### src/sv/sqcm_pkg.sv
package sqcm_pkg;

  // Field and datapath widths.
  localparam int unsigned WordW        = 32;
  localparam int unsigned TimeW        = 63;
  localparam int unsigned StampW       = 64;
  localparam int unsigned ProdW        = 2 * WordW;
  localparam int unsigned RootW        = ProdW / 2;
  localparam int unsigned CfgIdxW      = 1;
  localparam int unsigned CountBitsDef = 16;

  // Register reset values.
  localparam logic [WordW-1:0] ThrReset  = 32'd65536;
  localparam logic [WordW-1:0] BaseReset = 32'd100000000;

  // Schedule codes: all ones means that no mark is scheduled.
  localparam logic [StampW-1:0] NoneSched = {StampW{1'b1}};
  localparam logic [StampW-1:0] SatSched  = NoneSched - 1'b1;

  typedef enum logic [CfgIdxW-1:0] {
    CfgThreshold = 1'b0,
    CfgBase      = 1'b1
  } cfg_idx_e;

  typedef enum logic [2:0] {
    StIdle,
    StEval,
    StDue,
    StStart,
    StDiv,
    StSqrt,
    StAdd,
    StDone
  } sqcm_state_e;

endpackage

### src/sv/sqcm_div.sv
module sqcm_div #(
  parameter int unsigned CountBits = sqcm_pkg::CountBitsDef
) (
  input  logic                       clk_i,
  input  logic                       rst_ni,
  input  logic                       start_i,
  input  logic [sqcm_pkg::ProdW-1:0] dividend_i,
  input  logic [CountBits-1:0]       divisor_i,
  output logic                       done_o,
  output logic [sqcm_pkg::ProdW-1:0] quot_o
);
  import sqcm_pkg::*;

  localparam int unsigned CntW = $clog2(ProdW);

  // Restoring division, one quotient bit per cycle. The dividend shifts out
  // at the top while quotient bits shift in at the bottom of the same register.
  logic [ProdW-1:0]     dq_q, dq_d;
  logic [CountBits-1:0] rem_q, rem_d;
  logic [CountBits-1:0] dvs_q, dvs_d;
  logic [CntW-1:0]      cnt_q, cnt_d;
  logic                 busy_q, busy_d;
  logic                 done_q, done_d;
  logic [CountBits:0]   trial;
  logic [CountBits:0]   diff;

  always_comb begin
    trial  = {rem_q, dq_q[ProdW-1]};
    diff   = trial - {1'b0, dvs_q};
    dq_d   = dq_q;
    rem_d  = rem_q;
    dvs_d  = dvs_q;
    cnt_d  = cnt_q;
    busy_d = busy_q;
    done_d = 1'b0;
    if (start_i) begin
      dq_d   = dividend_i;
      rem_d  = '0;
      dvs_d  = divisor_i;
      cnt_d  = CntW'(ProdW - 1);
      busy_d = 1'b1;
    end else if (busy_q) begin
      // A clear top bit of the difference means the trial did not borrow.
      if (!diff[CountBits]) begin
        rem_d = diff[CountBits-1:0];
        dq_d  = {dq_q[ProdW-2:0], 1'b1};
      end else begin
        rem_d = trial[CountBits-1:0];
        dq_d  = {dq_q[ProdW-2:0], 1'b0};
      end
      cnt_d = cnt_q - 1'b1;
      if (cnt_q == '0) begin
        busy_d = 1'b0;
        done_d = 1'b1;
      end
    end
  end

  always_ff @(posedge clk_i or negedge rst_ni) begin
    if (!rst_ni) begin
      cnt_q  <= '0;
      busy_q <= 1'b0;
      done_q <= 1'b0;
    end else begin
      cnt_q  <= cnt_d;
      busy_q <= busy_d;
      done_q <= done_d;
    end
  end

  always_ff @(posedge clk_i) begin
    dq_q  <= dq_d;
    rem_q <= rem_d;
    dvs_q <= dvs_d;
  end

  assign done_o = done_q;
  assign quot_o = dq_q;

endmodule

### src/sv/sqcm_isqrt.sv
module sqcm_isqrt (
  input  logic                       clk_i,
  input  logic                       rst_ni,
  input  logic                       start_i,
  input  logic [sqcm_pkg::ProdW-1:0] radicand_i,
  output logic                       done_o,
  output logic [sqcm_pkg::RootW-1:0] root_o
);
  import sqcm_pkg::*;

  localparam int unsigned CntW = $clog2(RootW);

  // Digit-by-digit square root: two radicand bits enter per cycle and one
  // root bit leaves. The partial remainder never exceeds twice the root.
  logic [ProdW-1:0] rad_q, rad_d;
  logic [RootW-1:0] rem_q, rem_d;
  logic [RootW-1:0] root_q, root_d;
  logic [CntW-1:0]  cnt_q, cnt_d;
  logic             busy_q, busy_d;
  logic             done_q, done_d;
  logic [RootW+1:0] trial_rem;
  logic [RootW+1:0] trial_sub;
  logic [RootW+1:0] diff;

  always_comb begin
    trial_rem = {rem_q, rad_q[ProdW-1 -: 2]};
    trial_sub = {root_q, 2'b01};
    diff      = trial_rem - trial_sub;
    rad_d     = rad_q;
    rem_d     = rem_q;
    root_d    = root_q;
    cnt_d     = cnt_q;
    busy_d    = busy_q;
    done_d    = 1'b0;
    if (start_i) begin
      rad_d  = radicand_i;
      rem_d  = '0;
      root_d = '0;
      cnt_d  = CntW'(RootW - 1);
      busy_d = 1'b1;
    end else if (busy_q) begin
      rad_d = {rad_q[ProdW-3:0], 2'b00};
      if (trial_rem >= trial_sub) begin
        rem_d  = diff[RootW-1:0];
        root_d = {root_q[RootW-2:0], 1'b1};
      end else begin
        rem_d  = trial_rem[RootW-1:0];
        root_d = {root_q[RootW-2:0], 1'b0};
      end
      cnt_d = cnt_q - 1'b1;
      if (cnt_q == '0) begin
        busy_d = 1'b0;
        done_d = 1'b1;
      end
    end
  end

  always_ff @(posedge clk_i or negedge rst_ni) begin
    if (!rst_ni) begin
      cnt_q  <= '0;
      busy_q <= 1'b0;
      done_q <= 1'b0;
    end else begin
      cnt_q  <= cnt_d;
      busy_q <= busy_d;
      done_q <= done_d;
    end
  end

  always_ff @(posedge clk_i) begin
    rad_q  <= rad_d;
    rem_q  <= rem_d;
    root_q <= root_d;
  end

  assign done_o = done_q;
  assign root_o = root_q;

endmodule

### src/sv/send_queue_congestion_marker.sv
// Send queue congestion marker. Each request on the input channel describes
// one outgoing packet (queue length, capacity, time) and yields exactly one
// response with the congestion mark decision and the congested flag. The
// effective threshold is the configured threshold, lowered to half the queue
// capacity when the capacity is known. While the queue is above it, a packet
// is marked when the scheduled mark time has arrived or one base interval has
// passed since the previous mark, and every mark pushes the schedule forward
// by floor(base / sqrt(count)), computed exactly. For a marked request the
// interval is found by a bit-serial divider that forms floor(base^2 / count),
// followed by a bit-serial square root. The block takes one request at a
// time; a finished response waits in the output register while the next
// request is already accepted. Configuration writes are taken at once and
// must only be issued while no request is in flight.
module send_queue_congestion_marker #(
  parameter int unsigned CountBits = sqcm_pkg::CountBitsDef
) (
  input  logic                         clk_i,
  input  logic                         rst_ni,
  input  logic                         cfg_we_i,
  input  logic [sqcm_pkg::CfgIdxW-1:0] cfg_idx_i,
  input  logic [sqcm_pkg::WordW-1:0]   cfg_data_i,
  input  logic                         in_valid_i,
  output logic                         in_ready_o,
  input  logic                         queue_length_known_i,
  input  logic [sqcm_pkg::WordW-1:0]   queue_length_i,
  input  logic                         capacity_known_i,
  input  logic [sqcm_pkg::WordW-1:0]   queue_capacity_i,
  input  logic [sqcm_pkg::TimeW-1:0]   now_ns_i,
  output logic                         out_valid_o,
  input  logic                         out_ready_i,
  output logic                         mark_o,
  output logic                         congested_o
);
  import sqcm_pkg::*;

  sqcm_state_e state_q, state_d;

  // Configuration registers.
  logic [WordW-1:0] thr_q, thr_d;
  logic [WordW-1:0] base_q, base_d;

  // Captured request fields.
  logic             len_known_q, len_known_d;
  logic [WordW-1:0] qlen_q, qlen_d;
  logic             cap_known_q, cap_known_d;
  logic [WordW-1:0] cap_q, cap_d;
  logic [TimeW-1:0] now_q, now_d;

  // Per-request working values.
  logic              cong_q, cong_d;
  logic              mark_q, mark_d;
  logic [StampW-1:0] deadline_q, deadline_d;

  // Marking schedule, kept across requests.
  logic [StampW-1:0]    next_mark_q, next_mark_d;
  logic [StampW-1:0]    last_mark_q, last_mark_d;
  logic                 ever_q, ever_d;
  logic [CountBits-1:0] count_q, count_d;

  // Output register.
  logic out_valid_q, out_valid_d;
  logic out_mark_q, out_mark_d;
  logic out_cong_q, out_cong_d;

  // Interval datapath.
  logic              div_start;
  logic              div_done;
  logic [ProdW-1:0]  base_sq;
  logic [ProdW-1:0]  quot;
  logic              sqrt_done;
  logic [RootW-1:0]  root;
  logic [WordW-1:0]  cap_half;
  logic [WordW-1:0]  thr_eff;
  logic [StampW-1:0] now_ext;
  logic              due;
  logic [StampW:0]   sched_sum;

  assign base_sq = ProdW'(base_q) * ProdW'(base_q);

  sqcm_div #(
    .CountBits (CountBits)
  ) u_div (
    .clk_i      (clk_i),
    .rst_ni     (rst_ni),
    .start_i    (div_start),
    .dividend_i (base_sq),
    .divisor_i  (count_q),
    .done_o     (div_done),
    .quot_o     (quot)
  );

  // The root unit starts in the cycle in which the quotient is complete.
  sqcm_isqrt u_isqrt (
    .clk_i      (clk_i),
    .rst_ni     (rst_ni),
    .start_i    (div_done),
    .radicand_i (quot),
    .done_o     (sqrt_done),
    .root_o     (root)
  );

  always_comb begin
    cap_half  = {1'b0, cap_q[WordW-1:1]};
    thr_eff   = (cap_known_q && (cap_half < thr_q)) ? cap_half : thr_q;
    now_ext   = {1'b0, now_q};
    // Before the first mark ever, the interval test always passes.
    due       = !ever_q || (now_ext >= next_mark_q) || (now_ext >= deadline_q);
    sched_sum = {1'b0, next_mark_q} + (StampW + 1)'(root);

    state_d     = state_q;
    thr_d       = thr_q;
    base_d      = base_q;
    len_known_d = len_known_q;
    qlen_d      = qlen_q;
    cap_known_d = cap_known_q;
    cap_d       = cap_q;
    now_d       = now_q;
    cong_d      = cong_q;
    mark_d      = mark_q;
    deadline_d  = deadline_q;
    next_mark_d = next_mark_q;
    last_mark_d = last_mark_q;
    ever_d      = ever_q;
    count_d     = count_q;
    out_valid_d = out_valid_q;
    out_mark_d  = out_mark_q;
    out_cong_d  = out_cong_q;

    in_ready_o = (state_q == StIdle);
    div_start  = (state_q == StStart);

    if (cfg_we_i) begin
      case (cfg_idx_i)
        CfgThreshold: thr_d  = cfg_data_i;
        CfgBase:      base_d = cfg_data_i;
        default:      ;
      endcase
    end

    if (out_valid_q && out_ready_i) begin
      out_valid_d = 1'b0;
    end

    case (state_q)
      StIdle: begin
        if (in_valid_i) begin
          len_known_d = queue_length_known_i;
          qlen_d      = queue_length_i;
          cap_known_d = capacity_known_i;
          cap_d       = queue_capacity_i;
          now_d       = now_ns_i;
          state_d     = StEval;
        end
      end
      StEval: begin
        // An unknown queue length never counts as congestion.
        cong_d     = len_known_q && (qlen_q > thr_eff);
        deadline_d = last_mark_q + StampW'(base_q);
        state_d    = StDue;
      end
      StDue: begin
        mark_d = 1'b0;
        if (cong_q && due) begin
          mark_d = 1'b1;
          // The first mark of an episode restarts the schedule at the
          // present time.
          if (count_q == '0) begin
            next_mark_d = now_ext;
          end
          if (count_q != '1) begin
            count_d = count_q + 1'b1;
          end
          last_mark_d = now_ext;
          ever_d      = 1'b1;
          state_d     = StStart;
        end else begin
          // Congestion has ended: drop the schedule and the count.
          if (!cong_q && len_known_q && (next_mark_q != NoneSched)) begin
            next_mark_d = NoneSched;
            count_d     = '0;
          end
          state_d = StDone;
        end
      end
      StStart: begin
        state_d = StDiv;
      end
      StDiv: begin
        if (div_done) begin
          state_d = StSqrt;
        end
      end
      StSqrt: begin
        if (sqrt_done) begin
          state_d = StAdd;
        end
      end
      StAdd: begin
        // The schedule saturates one below the code for none scheduled.
        if (sched_sum > {1'b0, SatSched}) begin
          next_mark_d = SatSched;
        end else begin
          next_mark_d = sched_sum[StampW-1:0];
        end
        state_d = StDone;
      end
      StDone: begin
        if (!out_valid_q || out_ready_i) begin
          out_valid_d = 1'b1;
          out_mark_d  = mark_q;
          out_cong_d  = cong_q;
          state_d     = StIdle;
        end
      end
      default: begin
        state_d = StIdle;
      end
    endcase
  end

  always_ff @(posedge clk_i or negedge rst_ni) begin
    if (!rst_ni) begin
      state_q     <= StIdle;
      thr_q       <= ThrReset;
      base_q      <= BaseReset;
      next_mark_q <= NoneSched;
      last_mark_q <= '0;
      ever_q      <= 1'b0;
      count_q     <= '0;
      out_valid_q <= 1'b0;
    end else begin
      state_q     <= state_d;
      thr_q       <= thr_d;
      base_q      <= base_d;
      next_mark_q <= next_mark_d;
      last_mark_q <= last_mark_d;
      ever_q      <= ever_d;
      count_q     <= count_d;
      out_valid_q <= out_valid_d;
    end
  end

  always_ff @(posedge clk_i) begin
    len_known_q <= len_known_d;
    qlen_q      <= qlen_d;
    cap_known_q <= cap_known_d;
    cap_q       <= cap_d;
    now_q       <= now_d;
    cong_q      <= cong_d;
    mark_q      <= mark_d;
    deadline_q  <= deadline_d;
    out_mark_q  <= out_mark_d;
    out_cong_q  <= out_cong_d;
  end

  assign out_valid_o = out_valid_q;
  assign mark_o      = out_mark_q;
  assign congested_o = out_cong_q;

  // The divider only finishes while the controller waits for it.
  a_div_done_in_div: assert property (@(posedge clk_i) disable iff (!rst_ni)
    div_done |-> (state_q == StDiv))
    else $error("divider finished outside its wait state");

  // The root unit only finishes while the controller waits for it.
  a_sqrt_done_in_sqrt: assert property (@(posedge clk_i) disable iff (!rst_ni)
    sqrt_done |-> (state_q == StSqrt))
    else $error("square root finished outside its wait state");

  // An idle schedule always comes with a cleared mark count.
  a_idle_sched_count: assert property (@(posedge clk_i) disable iff (!rst_ni)
    (next_mark_q == NoneSched) |-> (count_q == '0))
    else $error("mark count nonzero with no mark scheduled");

  // A marked response always reports congestion.
  a_mark_congested: assert property (@(posedge clk_i) disable iff (!rst_ni)
    (out_valid_o && mark_o) |-> congested_o)
    else $error("mark without congestion");

endmodule
### config.mk
export PLATFORM = sky130hd
export DESIGN_NAME = send_queue_congestion_marker
export DESIGN_NICKNAME = d
export VERILOG_FILES = /design/src/sv/sqcm_pkg.sv /design/src/sv/sqcm_div.sv /design/src/sv/sqcm_isqrt.sv /design/src/sv/send_queue_congestion_marker.sv
export SDC_FILE = /design/constraint.sdc
export NUM_CORES = 2
export LEC_CHECK = 0
export BUFFER_PORTS_ARGS = -buffer_cell sky130_fd_sc_hd__buf_4
export CELL_PAD_IN_SITES_DETAIL_PLACEMENT = 0
export CELL_PAD_IN_SITES_GLOBAL_PLACEMENT = 1
export CORE_MARGIN = 2
export CORE_UTILIZATION = 47
export CTS_CLUSTER_DIAMETER = 50
export CTS_CLUSTER_SIZE = 8
export DETAILED_ROUTE_END_ITERATION = 8
export PLACE_DENSITY = 0.84
export SYNTH_ARGS = -nofsm -noshare
export SYNTH_HDL_FRONTEND = slang
export SYNTH_SLANG_ARGS = --single-unit
### constraint.sdc
create_clock -name clk_i -period 9.15 [get_ports clk_i]
set_input_delay 1.3725 -clock clk_i [delete_from_list [all_inputs] [get_ports clk_i]]
set_output_delay 1.3725 -clock clk_i [all_outputs]
set_load 0.02 [all_outputs]
==> run summary <==
CTS sink count: 647
grt met3 use: 0.0499
clock insertion delay at the later pin of the skew report: 0.72 ns
routability cong.: 0.931
Post-synth EDFFs: 340
R2R Path Start: base_q[19]$_DFFE_PN0P_
Setup Viol. Count Final: 0
grt met1 use: 0.347
final number of hold-violating endpoints: 0
final antenna-violating net count: 0
reg2reg end: u_div.quot_o[57]$_DFFE_PP_
Post-CTS Hold Buffers: 0
total track usage: 0.249
layout cells sized above 1: 0.114
fmax: 113 MHz
Clock Root Buffer: clkbuf_16
die height: 380 um
met2 Usage GRT: 0.392
Crit Path Class: flop to flop
CP startpoint: base_q[19]$_DFFE_PN0P_
drt first pass iters: 6
mapped cell area: 66,400 um2
I/O Pins: 171
total grt overflow: 0
number of synthesized register bits: 647
GR peak layer: met2
Worst Tran Pin Value: 1.08 ns
routed via count: 48,300
Yosys warnings: 0
IO buf count: 169
slew margin rel.: 0.280
largest net degree at the start of global routing: 128
vias in the first global route: 50,300
HP Class: flop to flop
DR WL/cell: 20.1 um
hold depth: 0
Synth cell types: 91
placed insts: 8,684
n_diodes: 0
R2R cell count: 27
Synth Area per Inst: 9.87 um2
Initial Utilization: 0.475
startpoint types: flop
post-CTS setup buffer count: 0
num rows: 137
Critical Path AT: 9.22 ns
Hold Path Origin: mark_q$_DFFE_PP_
clk slew on worst S/H paths: 0.05 ns
Non-Filler Instances: 8,868
total routed wirelength: 178,000 um
Crit path required time: 9.55 ns
H-tree depth: 3
final clock skew: 0.0474 ns
vias per inst: 5.45
DRC viols: 0
Synth Net Count: 8,307
Slew Limit Fails: 0
status: completed
post-synth top area share: 0.243
fin nets: 8,490
sequential area share after synthesis: 0.265
unrepaired setup endpoints after global routing: false
Filler cells: 12,600
dpl hpwl: 141,000 um
Worst Hold Path EP: mark_o$_DFFE_PP_
initial antenna violation count: 3
Crit. End Element: flop
CTS Buffer Depth: 3
Crit Path Max Fanout: 18
Final Cycle Share: 0.964
max_cap viols: 0
CTS tree: done
Post-Syn Instances: 6,730
DRT iter0 DRCs: 3,370
r2r setup slk: 0.33 ns
Area contributors post-synth: fa_1 (24%), edfxtp_1 (15%), ha_1 (11%)
Async SR Flop Fraction: 0.351
Top FF cell, synth: edfxtp_1
minimum clock period: 8.82 ns
first-pass GRT wire length: 283,000 um
CTS Buf Count: 103
Die Width: 380 um
Area growth syn-to-layout: 10.8%
area leader, netlist: fa_1
setup tns final: 0 ns
Die ar.: 144,000 um2
Core ar.: 140,000 um2
==> cell families (layout without fill, tap and decap cells) <==
group / count (synthesis) / in the layout / synth area share
buffers and inverters: 1559 / 1821 / 0.0888
adder cells (fa/ha/maj): 1410 / 1410 / 0.357
flip-flops: 647 / 647 / 0.265
AO/OA/AOI/OAI: 1012 / 1012 / 0.0990
AND/OR/NAND/NOR: 1607 / 1607 / 0.118
multiplexers: 245 / 245 / 0.0400
XOR/XNOR: 250 / 250 / 0.0330
==> metrics by stage <==
step            util  hold WS [ns]  cell area, um2  setup WS [ns]
3_5_place_dp   0.503         0.410           70400        0.00803
3_3_place_gp   0.503         0.411           70400         0.0811
5_1_grt        0.526         0.461           73600        0.00469
4_1_cts        0.526         0.438           73600        0.00948
2_1_floorplan      -         0.400           66400          0.567
6_report       0.526         0.432           73600          0.330
==> worst max path at each step <==
stage | end | slack, ns | cells past startpoint
after floorplan | u_div.quot_o[63]$_DFFE_PP_ | 0.57 | 29
after detailed placement | u_div.quot_o[63]$_DFFE_PP_ | 0.008 | 30
after global placement | u_div.quot_o[63]$_DFFE_PP_ | 0.08 | 30
after CTS | u_div.quot_o[63]$_DFFE_PP_ | 0.009 | 30
final | u_div.quot_o[57]$_DFFE_PP_ | 0.33 | 27
after global routing | u_div.quot_o[63]$_DFFE_PP_ | 0.005 | 30
==> routing by layer <==
metal  wire (um)  part of all wire
met1       79100              0.44
met2       80500              0.45
met3       13200             0.074
met4        5460             0.031
met5          30           0.00017
==> critical path, stage by stage, from the launching register on <==
cell	delay, ns
dfrtp_1	0.67
buf_4	0.32
and2_1	0.16
fa_1	0.55
inv_1	0.08
fa_1	0.49
inv_1	0.06
fa_1	0.53
fa_1	0.47
fa_1	0.54
fa_1	0.52
fa_1	0.58
inv_1	0.07
fa_1	0.53
inv_1	0.04
ha_1	0.34
a21o_1	0.18
a21o_1	0.17
a21o_1	0.19
a21o_1	0.20
a41o_1	0.24
a31oi_1	0.35
o2111ai_1	0.16
nand3_1	0.18
o21ai_1	0.20
a311oi_1	0.45
xor2_1	0.18
o21ai_0	0.08
==> synth_stat cells, drive strengths merged, types with 9 or more instances <==
master  instances
a41oi           9
fa            805
nand3          99
o221ai         18
o32ai          12
nand4b         10
dfrtp         150
a211oi         24
o21ai         258
a21oi         253
dfstp          77
edfxtp        340
buf            33
xnor2         154
o31ai          37
and3           48
nor2b          45
o22ai          11
ha            605
a31oi          28
nand2b         37
a21o          157
nor4           43
o211ai         17
a31o           15
dfxtp          80
and2          244
nand2         577
mux2i          81
nand4          81
xor2           96
a311oi         30
o21bai         31
nor2          290
a221oi         12
or2            18
nor3           75
a21boi         12
clkbuf        216
o21a           27
mux2          164
inv          1305
==> area by class of cell <==
| type | count | area, um2 | share of cell area |
|---|---|---|---|
| inverter | 1310 | 4920 | 0.0669 |
| tap | 1876 | 2350 | 0.0319 |
| multi-input combinational | 4524 | 43000 | 0.584 |
| clock buffer | 161 | 2930 | 0.0398 |
| timing repair buffer | 327 | 2580 | 0.0351 |
| clock inverter | 23 | 205 | 0.00279 |
| sequential | 647 | 17600 | 0.239 |
==> registers in the layout (all words and copies together) (netlist names), 63 cells and up <==
name and flops:
u_div.quot_o 64, u_isqrt.rad_q 64, now_q 63, next_mark_q 64
deadline_q 64, last_mark_q 63
==> cells in the final DEF (no fill, tap or decap), types with 17 or more instances in the layout <==
cell type	instances
o21ai_0	252
fa_1	805
nand2b_1	36
nor4_1	40
a31oi_1	28
nor3_1	72
inv_1	1304
mux2i_1	81
edfxtp_1	340
o31ai_1	35
o221ai_1	18
clkbuf_16	105
a211oi_1	22
dfstp_2	76
nor2b_1	44
o21bai_1	31
a311oi_1	30
clkbuf_1	47
mux2_2	164
nand4_1	80
or2_2	18
ha_1	605
a21oi_1	241
nand3_1	98
xnor2_1	154
and3_1	48
xor2_1	96
nor2_1	287
nand2_1	575
dfxtp_1	80
o211ai_1	17
dfrtp_1	143
a21o_1	157
buf_4	315
and2_1	243
o21a_1	27
==> what timing repair did <==
item | in CTS | in global routing
pin swaps | 0 | 0
setup endpoints to repair | 1 | 13
cloned | 0 | 0
gates resized for setup | 1 | 16
hold endpoints to repair | 0 | 0
Power is left out: the tool's default activity adds up to more than one toggle a clock period on the data nets, which glitch-free logic cannot reach.
